<file path="config.mk">
export PLATFORM = sky130hd
export DESIGN_NAME = max_pairwise_point_distance_top
export DESIGN_NICKNAME = d
export VERILOG_FILES = /design/src/rtl/core/mppd_pkg.sv /design/src/rtl/core/mppd_cell.sv /design/src/rtl/core/mppd_metric.sv /design/src/rtl/core/mppd_isqrt.sv /design/src/rtl/core/max_pairwise_point_distance_top.sv
export SDC_FILE = /design/constraint.sdc
export NUM_CORES = 2
export LEC_CHECK = 0
export BUFFER_PORTS_ARGS = -buffer_cell sky130_fd_sc_hd__buf_4
export CORE_ASPECT_RATIO = 0.8
export CORE_MARGIN = 2
export CORE_UTILIZATION = 35
export CTS_BUF_LIST = sky130_fd_sc_hd__clkbuf_2
export CTS_CLUSTER_DIAMETER = 150
export CTS_CLUSTER_SIZE = 16
export DETAILED_ROUTE_END_ITERATION = 6
export GPL_TIMING_DRIVEN = 1
export HOLD_SLACK_MARGIN = 0.03
export SLEW_MARGIN = 10
export SYNTH_ARGS = -nofsm -noshare
export SYNTH_HDL_FRONTEND = slang
export SYNTH_SLANG_ARGS = --single-unit
</file>
<file path="constraint.sdc">
create_clock -name i_clk -period 54.7 [get_ports i_clk]
set_clock_uncertainty 0.05 [all_clocks]
set_input_delay 2.735 -clock i_clk [delete_from_list [all_inputs] [get_ports i_clk]]
set_output_delay 2.735 -clock i_clk [all_outputs]
set_load 0.005 [all_outputs]
</file>
<file path="src/rtl/core/mppd_pkg.sv">
package mppd_pkg;

    localparam int COORD_W = 16;
    localparam int DIST_W  = 34;
    localparam int ROOT_W  = 17;
    localparam int SEL_W   = 2;

    // Metric codes; the unused code behaves as Chebyshev.
    localparam logic [SEL_W-1:0] METRIC_EUCL = 2'd0;
    localparam logic [SEL_W-1:0] METRIC_MANH = 2'd1;
    localparam logic [SEL_W-1:0] METRIC_CHEB = 2'd2;

    typedef logic signed [COORD_W-1:0] t_coord;
    typedef logic [DIST_W-1:0]         t_dist;

    typedef struct packed {
        t_coord x;
        t_coord y;
    } t_point;

    // One pair comparison request into the metric pipeline.
    typedef struct packed {
        logic             vld;
        logic [SEL_W-1:0] sel;
        t_point           query;
        t_point           stored;
    } t_pair_req;

    typedef struct packed {
        logic  vld;
        t_dist dist_val;
    } t_pair_res;

endpackage

</file>
<file path="src/rtl/core/mppd_cell.sv">
module mppd_cell
    import mppd_pkg::*;
(
    input  logic   i_clk,
    input  logic   i_shift,
    input  t_point i_point,
    output t_point o_point
);

    t_point r_point;

    // Take the neighbor's point on every shift cycle.
    always_ff @(posedge i_clk) begin
        if (i_shift) begin
            r_point <= i_point;
        end
    end

    assign o_point = r_point;

endmodule

</file>
<file path="src/rtl/core/mppd_metric.sv">
module mppd_metric
    import mppd_pkg::*;
(
    input  logic      i_clk,
    input  logic      i_rst_n,
    input  t_pair_req i_req,
    output t_pair_res o_res
);

    logic signed [COORD_W:0] w_dx_s;
    logic signed [COORD_W:0] w_dy_s;
    logic [COORD_W:0]        w_dx_a;
    logic [COORD_W:0]        w_dy_a;

    logic                   r_va;
    logic [SEL_W-1:0]       r_sel_a;
    logic [COORD_W-1:0]     r_dx;
    logic [COORD_W-1:0]     r_dy;

    logic                   r_vb;
    logic [SEL_W-1:0]       r_sel_b;
    logic [2*COORD_W-1:0]   r_sqx;
    logic [2*COORD_W-1:0]   r_sqy;
    logic [COORD_W:0]       r_l1;
    logic [COORD_W-1:0]     r_linf;

    assign w_dx_s = {i_req.query.x[COORD_W-1], i_req.query.x}
                  - {i_req.stored.x[COORD_W-1], i_req.stored.x};
    assign w_dy_s = {i_req.query.y[COORD_W-1], i_req.query.y}
                  - {i_req.stored.y[COORD_W-1], i_req.stored.y};
    assign w_dx_a = w_dx_s[COORD_W] ? 17'(-w_dx_s) : 17'(w_dx_s);
    assign w_dy_a = w_dy_s[COORD_W] ? 17'(-w_dy_s) : 17'(w_dy_s);

    always_ff @(posedge i_clk) begin
        if (!i_rst_n) begin
            r_va <= 1'b0;
            r_vb <= 1'b0;
        end else begin
            r_va <= i_req.vld;
            r_vb <= r_va;
        end
        // magnitude of a 16-bit difference fits in 16 bits
        r_sel_a <= i_req.sel;
        r_dx    <= w_dx_a[COORD_W-1:0];
        r_dy    <= w_dy_a[COORD_W-1:0];
        r_sel_b <= r_sel_a;
        r_sqx   <= r_dx * r_dx;
        r_sqy   <= r_dy * r_dy;
        r_l1    <= {1'b0, r_dx} + {1'b0, r_dy};
        r_linf  <= (r_dx > r_dy) ? r_dx : r_dy;
    end

    always_comb begin
        o_res.vld = r_vb;
        unique case (r_sel_b)
            METRIC_EUCL: o_res.dist_val = DIST_W'({1'b0, r_sqx} + {1'b0, r_sqy});
            METRIC_MANH: o_res.dist_val = DIST_W'(r_l1);
            default:     o_res.dist_val = DIST_W'(r_linf);
        endcase
    end

endmodule

</file>
<file path="src/rtl/core/mppd_isqrt.sv">
module mppd_isqrt
    import mppd_pkg::*;
(
    input  logic              i_clk,
    input  logic              i_rst_n,
    input  logic              i_start,
    input  t_dist             i_op,
    output logic              o_done,
    output logic [ROOT_W-1:0] o_root
);

    localparam t_dist BIT_TOP = t_dist'(1) << (2 * (ROOT_W - 1));

    logic              r_busy;
    logic              r_done;
    t_dist             r_v;
    t_dist             r_res;
    t_dist             r_bit;
    logic [DIST_W:0]   w_trial;
    logic              w_take;

    assign w_trial = {1'b0, r_res} + {1'b0, r_bit};
    assign w_take  = {1'b0, r_v} >= w_trial;

    // One result bit per cycle, most significant first.
    always_ff @(posedge i_clk) begin
        if (!i_rst_n) begin
            r_busy <= 1'b0;
            r_done <= 1'b0;
        end else begin
            r_done <= 1'b0;
            if (i_start) begin
                r_busy <= 1'b1;
                r_v    <= i_op;
                r_res  <= '0;
                r_bit  <= BIT_TOP;
            end else if (r_busy) begin
                if (w_take) begin
                    r_v   <= DIST_W'({1'b0, r_v} - w_trial);
                    r_res <= (r_res >> 1) + r_bit;
                end else begin
                    r_res <= r_res >> 1;
                end
                r_bit <= r_bit >> 2;
                if (r_bit[0]) begin
                    r_busy <= 1'b0;
                    r_done <= 1'b1;
                end
            end
        end
    end

    assign o_done = r_done;
    assign o_root = r_res[ROOT_W-1:0];

endmodule

</file>
<file path="src/rtl/core/max_pairwise_point_distance_top.sv">
// Channel  | Direction | Handshake                | Payload
// ---------+-----------+--------------------------+----------------------------------------
// points   | in        | i_s_tvalid / o_s_tready  | i_s_tdata: point_x, point_y; i_s_tlast
// result   | out       | o_m_tvalid / i_m_tready  | o_m_tdata: max_distance, overflow
// config   | in        | i_cfg_valid / o_cfg_ready| i_cfg_data: metric_select
//
// For a stored point, the point ring rotates once past the metric pipeline (one stored
// point per cycle), then the two pipeline stages drain. A last point then passes
// finish and emit, with the square root between them under Euclidean. A point beyond
// the store is dropped and flags overflow; if it closes the set, finish follows.
// One point is in work at a time.
// Reset (synchronous, active low) clears count, best distance, flags and metric.
// A result held at the output does not stop the next point; only the next result waits.
module max_pairwise_point_distance_top
    import mppd_pkg::*;
#(
    parameter int MAX_POINTS = 64
) (
    input  logic             i_clk,
    input  logic             i_rst_n,
    // point request
    input  logic             i_s_tvalid,
    output logic             o_s_tready,
    input  logic [31:0]      i_s_tdata,   // [15:0] point_x, [31:16] point_y
    input  logic             i_s_tlast,   // last_point
    // result request
    output logic             o_m_tvalid,
    input  logic             i_m_tready,
    output logic [23:0]      o_m_tdata,   // [16:0] max_distance, [17] overflow, zero fill
    // configuration write
    input  logic             i_cfg_valid,
    output logic             o_cfg_ready,
    input  logic [SEL_W-1:0] i_cfg_data   // metric_select
);

    localparam int KW = (MAX_POINTS > 1) ? $clog2(MAX_POINTS) : 1;
    localparam int CW = $clog2(MAX_POINTS + 1);
    localparam logic [KW-1:0] K_LAST = KW'(MAX_POINTS - 1);
    localparam logic [CW-1:0] CNT_FULL = CW'(MAX_POINTS);

    typedef enum logic [2:0] {
        S_IDLE, S_SCAN, S_DRAIN, S_FINISH, S_ROOT, S_EMIT
    } t_state;

    t_state            r_state;
    logic [SEL_W-1:0]  r_metric;
    logic [SEL_W-1:0]  r_sel;
    t_point            r_query;
    logic              r_last;
    logic [CW-1:0]     r_count;
    logic [KW-1:0]     r_k;
    t_dist             r_best;
    logic              r_dropped;
    logic [ROOT_W-1:0] r_result;
    logic              r_m_tvalid;
    logic [ROOT_W-1:0] r_out_dist;
    logic              r_out_ovf;
    logic [1:0]        r_drain_cnt;

    t_point            w_cell [MAX_POINTS];
    t_point            n_tail;
    logic              w_shift;
    logic              w_accept;
    logic              w_load;
    logic              w_pipe_busy;
    t_pair_req         w_req;
    t_pair_res         w_res;
    logic              w_root_start;
    logic              w_root_done;
    logic [ROOT_W-1:0] w_root;

    assign w_accept = i_s_tvalid && o_s_tready;
    assign w_shift  = (r_state == S_SCAN);
    assign w_load   = (r_state == S_EMIT) && (!r_m_tvalid || i_m_tready);

    // The head cell holds stored entry k on scan step k; write the new point
    // back into the ring where entry count passes the tail.
    assign n_tail = (CW'(r_k) == r_count) ? r_query : w_cell[0];

    genvar gi;
    generate
        for (gi = 0; gi < MAX_POINTS; gi++) begin : g_ring
            mppd_cell u_cell (
                .i_clk   (i_clk),
                .i_shift (w_shift),
                .i_point ((gi == MAX_POINTS - 1) ? n_tail : w_cell[(gi + 1) % MAX_POINTS]),
                .o_point (w_cell[gi])
            );
        end
    endgenerate

    always_comb begin
        w_req.vld    = w_shift && (CW'(r_k) < r_count);
        w_req.sel    = r_sel;
        w_req.query  = r_query;
        w_req.stored = w_cell[0];
    end

    mppd_metric u_metric (
        .i_clk   (i_clk),
        .i_rst_n (i_rst_n),
        .i_req   (w_req),
        .o_res   (w_res)
    );

    assign w_root_start = (r_state == S_FINISH) && (r_sel == METRIC_EUCL);

    mppd_isqrt u_isqrt (
        .i_clk   (i_clk),
        .i_rst_n (i_rst_n),
        .i_start (w_root_start),
        .i_op    (r_best),
        .o_done  (w_root_done),
        .o_root  (w_root)
    );

    always_ff @(posedge i_clk) begin
        if (!i_rst_n) begin
            r_state    <= S_IDLE;
            r_metric   <= METRIC_EUCL;
            r_count    <= '0;
            r_k        <= '0;
            r_best     <= '0;
            r_dropped  <= 1'b0;
            r_m_tvalid <= 1'b0;
        end else begin
            if (i_cfg_valid) begin
                r_metric <= i_cfg_data;
            end
            // load a new result or drop the one just taken
            if (w_load) begin
                r_m_tvalid <= 1'b1;
            end else if (r_m_tvalid && i_m_tready) begin
                r_m_tvalid <= 1'b0;
            end
            // fold each finished pair into the running maximum
            if (w_res.vld && (w_res.dist_val > r_best)) begin
                r_best <= w_res.dist_val;
            end

            unique case (r_state)
                S_IDLE: begin
                    if (w_accept) begin
                        r_query <= '{x: i_s_tdata[15:0], y: i_s_tdata[31:16]};
                        r_last  <= i_s_tlast;
                        r_sel   <= r_metric;
                        r_k     <= '0;
                        if (r_count < CNT_FULL) begin
                            r_state <= S_SCAN;
                        end else begin
                            // store full: drop the point
                            r_dropped <= 1'b1;
                            if (i_s_tlast) begin
                                r_state <= S_FINISH;
                            end
                        end
                    end
                end
                S_SCAN: begin
                    r_k <= r_k + 1'b1;
                    if (r_k == K_LAST) begin
                        r_count <= r_count + 1'b1;
                        r_state <= S_DRAIN;
                    end
                end
                S_DRAIN: begin
                    if (!w_req.vld && !w_res.vld && !w_pipe_busy) begin
                        r_state <= r_last ? S_FINISH : S_IDLE;
                    end
                end
                S_FINISH: begin
                    r_result <= r_best[ROOT_W-1:0];
                    r_state  <= (r_sel == METRIC_EUCL) ? S_ROOT : S_EMIT;
                end
                S_ROOT: begin
                    if (w_root_done) begin
                        r_result <= w_root;
                        r_state  <= S_EMIT;
                    end
                end
                S_EMIT: begin
                    if (w_load) begin
                        r_out_dist <= r_result;
                        r_out_ovf  <= r_dropped;
                        r_count    <= '0;
                        r_best     <= '0;
                        r_dropped  <= 1'b0;
                        r_state    <= S_IDLE;
                    end
                end
                default: r_state <= S_IDLE;
            endcase
        end
    end

    // Drain tracking: the first pipeline stage still holds the last scan request when drain
    // begins, so stay in drain until the counter shows both pipeline stages have emptied.
    always_ff @(posedge i_clk) begin
        if (!i_rst_n) begin
            r_drain_cnt <= '0;
        end else if (r_state == S_DRAIN) begin
            r_drain_cnt <= r_drain_cnt + 1'b1;
        end else begin
            r_drain_cnt <= '0;
        end
    end

    assign w_pipe_busy = (r_drain_cnt < 2'd2);

    assign o_s_tready  = (r_state == S_IDLE);
    assign o_cfg_ready = 1'b1;
    assign o_m_tvalid  = r_m_tvalid;
    assign o_m_tdata   = {6'b0, r_out_ovf, r_out_dist};

    // Point count never passes the store depth.
    a_count_bound: assert property (@(posedge i_clk) disable iff (!i_rst_n)
        r_count <= CNT_FULL)
        else $error("point count beyond store depth");

    // Pair results only arrive while a scan is in flight.
    a_res_in_scan: assert property (@(posedge i_clk) disable iff (!i_rst_n)
        w_res.vld |-> (r_state == S_SCAN || r_state == S_DRAIN))
        else $error("pair result outside scan");

    // Root completes only while waiting for it.
    a_root_state: assert property (@(posedge i_clk) disable iff (!i_rst_n)
        w_root_done |-> (r_state == S_ROOT))
        else $error("square root done in wrong state");

    // Issuing a result clears the set.
    a_clear_after_emit: assert property (@(posedge i_clk) disable iff (!i_rst_n)
        w_load |=> (r_count == '0 && r_best == '0 && !r_dropped && r_m_tvalid))
        else $error("set state not cleared after result");

endmodule
</file>
==> flow_metrics.tcl <==
set metrics [dict create \
    grt_pass1_vias 45400 \
    fp.dieW_um 591 \
    reg2reg_to "u_metric.r_sqy[30]" \
    hold_viol 0 \
    first_pass_iters 5 \
    cts.sinks 2394 \
    drc 0 \
    crit_buf_inv 7 \
    start_util_pct 35.1 \
    antenna_found_initial 16 \
    fin_nets 6812 \
    rsz0062_at_grt "false" \
    r2r-start "u_metric.r_dy[6]" \
    setup_tns_ns 0 \
    overflow 0 \
    grtUsageTotal_pct 11.8 \
    die_area_um2 280000 \
    h-tree-depth 4 \
    wl_mm 165 \
    drt_iter0_markers 3800 \
    relSlewSlack_pct 23.0 \
    synth-async-reset-ratio_pct 0 \
    cap_violations 0 \
    yosysWarnings 0 \
    cpPeakStageDelay_ns 0.90 \
    min_path_cells 0 \
    worstPathCellList "clkinv_1 > nor2_1 > inv_1 > fa_1 > inv_1 > fa_1 > inv_1 > fa_1 > inv_1 > fa_1 > fa_1 > inv_1 > fa_1 > inv_1 > ha_1 > nand3_1 > o311ai_0 > nand2_1 > o311a_1 > o311ai_0" \
    cp-end-kind "flop" \
    syn2layout_area_growth_pct 6.53 \
    yosys.area.top_type "edfxtp_1" \
    syn_area_um2 96400 \
    path_class "flop to flop" \
    avgSynthCellArea_um2 16.5 \
    routabilityCongestion 0.847 \
    hp-start "g_ring[38].u_cell.o_point[26]" \
    postCtsHoldBufs 0 \
    ant_nets 0 \
    synth.distinct_cells 89 \
    path_clk_slew_ns 0.35 \
    yosysSeqAreaShare_pct 72.6 \
    critPathLaunchType "flop" \
    rrSetupSlack_ns 47.12 \
    hp-class "flop to flop" \
    worst_pin_slew_ns 1.15 \
    dp_hpwl_mm 105 \
    synth_cells 5850 \
    crit_fanout 12 \
    cts_tree "done" \
    viasPerCell 4.67 \
    synth_area_leaders "edfxtp_1, fa_1, ha_1" \
    yosysTopAreaCellShare_pct 68.6 \
    grt_max_degree 216 \
    core_area_um2 274000 \
    io_pins 67 \
    cts_max_path_buffers 4 \
    crit_slowest_cell "o311ai_0" \
    post_cts_buffers 0 \
    worst_r2r_path_depth 20 \
    root_buffer "clkbuf_2" \
    die_height_um 473 \
    wire_per_inst_um 16.9 \
    min_period_over_period_pct 13.9 \
    synth-edff-count 2203 \
    status "finished clean" \
    period_minus_slack_ns 7.58 \
    maxClockFrequency_ghz 0.132 \
    ys_ff_latch 2394 \
    min_to "g_ring[37].u_cell.o_point[26]" \
    synth-main-ff-cell "edfxtp_1" \
    worstPathRequired_ns 56.17 \
    final_max_slew_viol_count 0 \
    drive_above_1_share_pct 7.11 \
    portBuffers 59 \
    placementRows 172 \
    grt_pass1_wl_mm 260 \
    critPathArrivalTime_ns 9.05 \
    detailroute.via_count 45500 \
    cts_resized 0 \
    setup_viol 0 \
    clock_latency_ns 1.67 \
    cp_top_family "adder cells" \
    cts_buffers 176 \
]
[layout make-up]
| class | count | area [um^2] |
|---|---|---|
| diodes | 7 | 17.5 |
| clock buffers | 222 | 1110 |
| clock inverters | 12 | 103 |
| fillers | 25400 | 172000 |
| inverters | 606 | 2280 |
| multi-input cells | 2744 | 23800 |
| flip-flops and latches | 2394 | 70000 |
| well taps | 3654 | 4570 |
| repair buffers | 113 | 898 |
[cells in the mapped netlist, types with 84 or more instances]
cell type	instances
edfxtp_1	2203
dfxtp_1	191
inv_1	598
ha_1	402
nand2_1	348
o21ai_0	164
xnor2_1	147
a21o_1	84
clkbuf_1	86
xor2_1	89
nor2_1	245
and2_1	95
a21oi_1	221
fa_1	335
[cells in the final DEF, fill, tap and decap left out, drive strengths merged, types with 147 or more instances in the layout]
cell / netlist / routed
edfxtp: 2203 / 2203
inv: 598 / 602
ha: 402 / 402
nand2: 348 / 348
fa: 335 / 335
nor2: 246 / 246
a21oi: 224 / 224
clkbuf: 87 / 222
dfxtp: 191 / 191
o21ai: 167 / 167
xnor2: 147 / 147
[through the flow]
step	setup slack, ns	hold WS [ns]	cell area [um^2]	utilization, %	cells
floorplan	10.08	0.260	96400	-	5855
global placement	47.41	0.269	101000	37.0	9511
detailed placement	47.33	0.264	101000	37.0	9511
CTS	47.21	0.196	103000	37.4	9745
global route	46.78	0.208	103000	37.4	9749
finish	47.12	0.233	103000	37.4	9752
[how the worst max path moves through the flow]
stage / from / endpoint / slack [ns] / depth (start not counted)
floorplan: r_state[0] / r_state[0] / 10.08 / 10
global placement: u_metric.r_dy[6] / u_metric.r_sqy[31] / 47.41 / 24
detailed placement: u_metric.r_dy[6] / u_metric.r_sqy[31] / 47.33 / 24
CTS: u_metric.r_dy[6] / u_metric.r_sqy[30] / 47.21 / 20
global route: u_metric.r_dy[6] / u_metric.r_sqy[31] / 46.78 / 24
finish: u_metric.r_dy[6] / u_metric.r_sqy[30] / 47.12 / 20
[cell families (layout without fill, tap and decap cells)]
family / after synthesis / in the layout / synth area share, %
AND/OR/NAND/NOR: 951 / 951 / 4.59
AO/OA/AOI/OAI: 775 / 775 / 5.23
multiplexers: 37 / 37 / 0.410
XOR/XNOR: 237 / 237 / 2.17
adder cells (fa/ha/maj): 737 / 737 / 12.2
other: 2 / 14 / 0.00779
flip-flops: 2394 / 2394 / 72.6
buffers and inverters: 717 / 953 / 2.84
[per-layer routing]
| layer | share of wire (%) | vias to the layer above | track usage (%) |
|---|---|---|---|
| met3 | 5.0 | 271 | 2.12 |
| li1 | - | 21400 | - |
| met1 | 52 | 22900 | 18.8 |
| met4 | 2.4 | 8 | 3.02 |
| met2 | 40 | 948 | 16.3 |
| met5 | 0.031 | - | 0 |
[state kept, by name (all words and copies together) (netlist names), 31 cells and up]
signal                 flops
g_ring.u_cell.o_point   2048
r_best                    34
u_isqrt.r_res             34
u_metric.r_sqy            31
r_query                   32
u_isqrt.r_v               34
u_metric.r_sqx            31
Power is not shown: default switching activity piles up to over one toggle a cycle in this logic, so the estimate is an artifact.
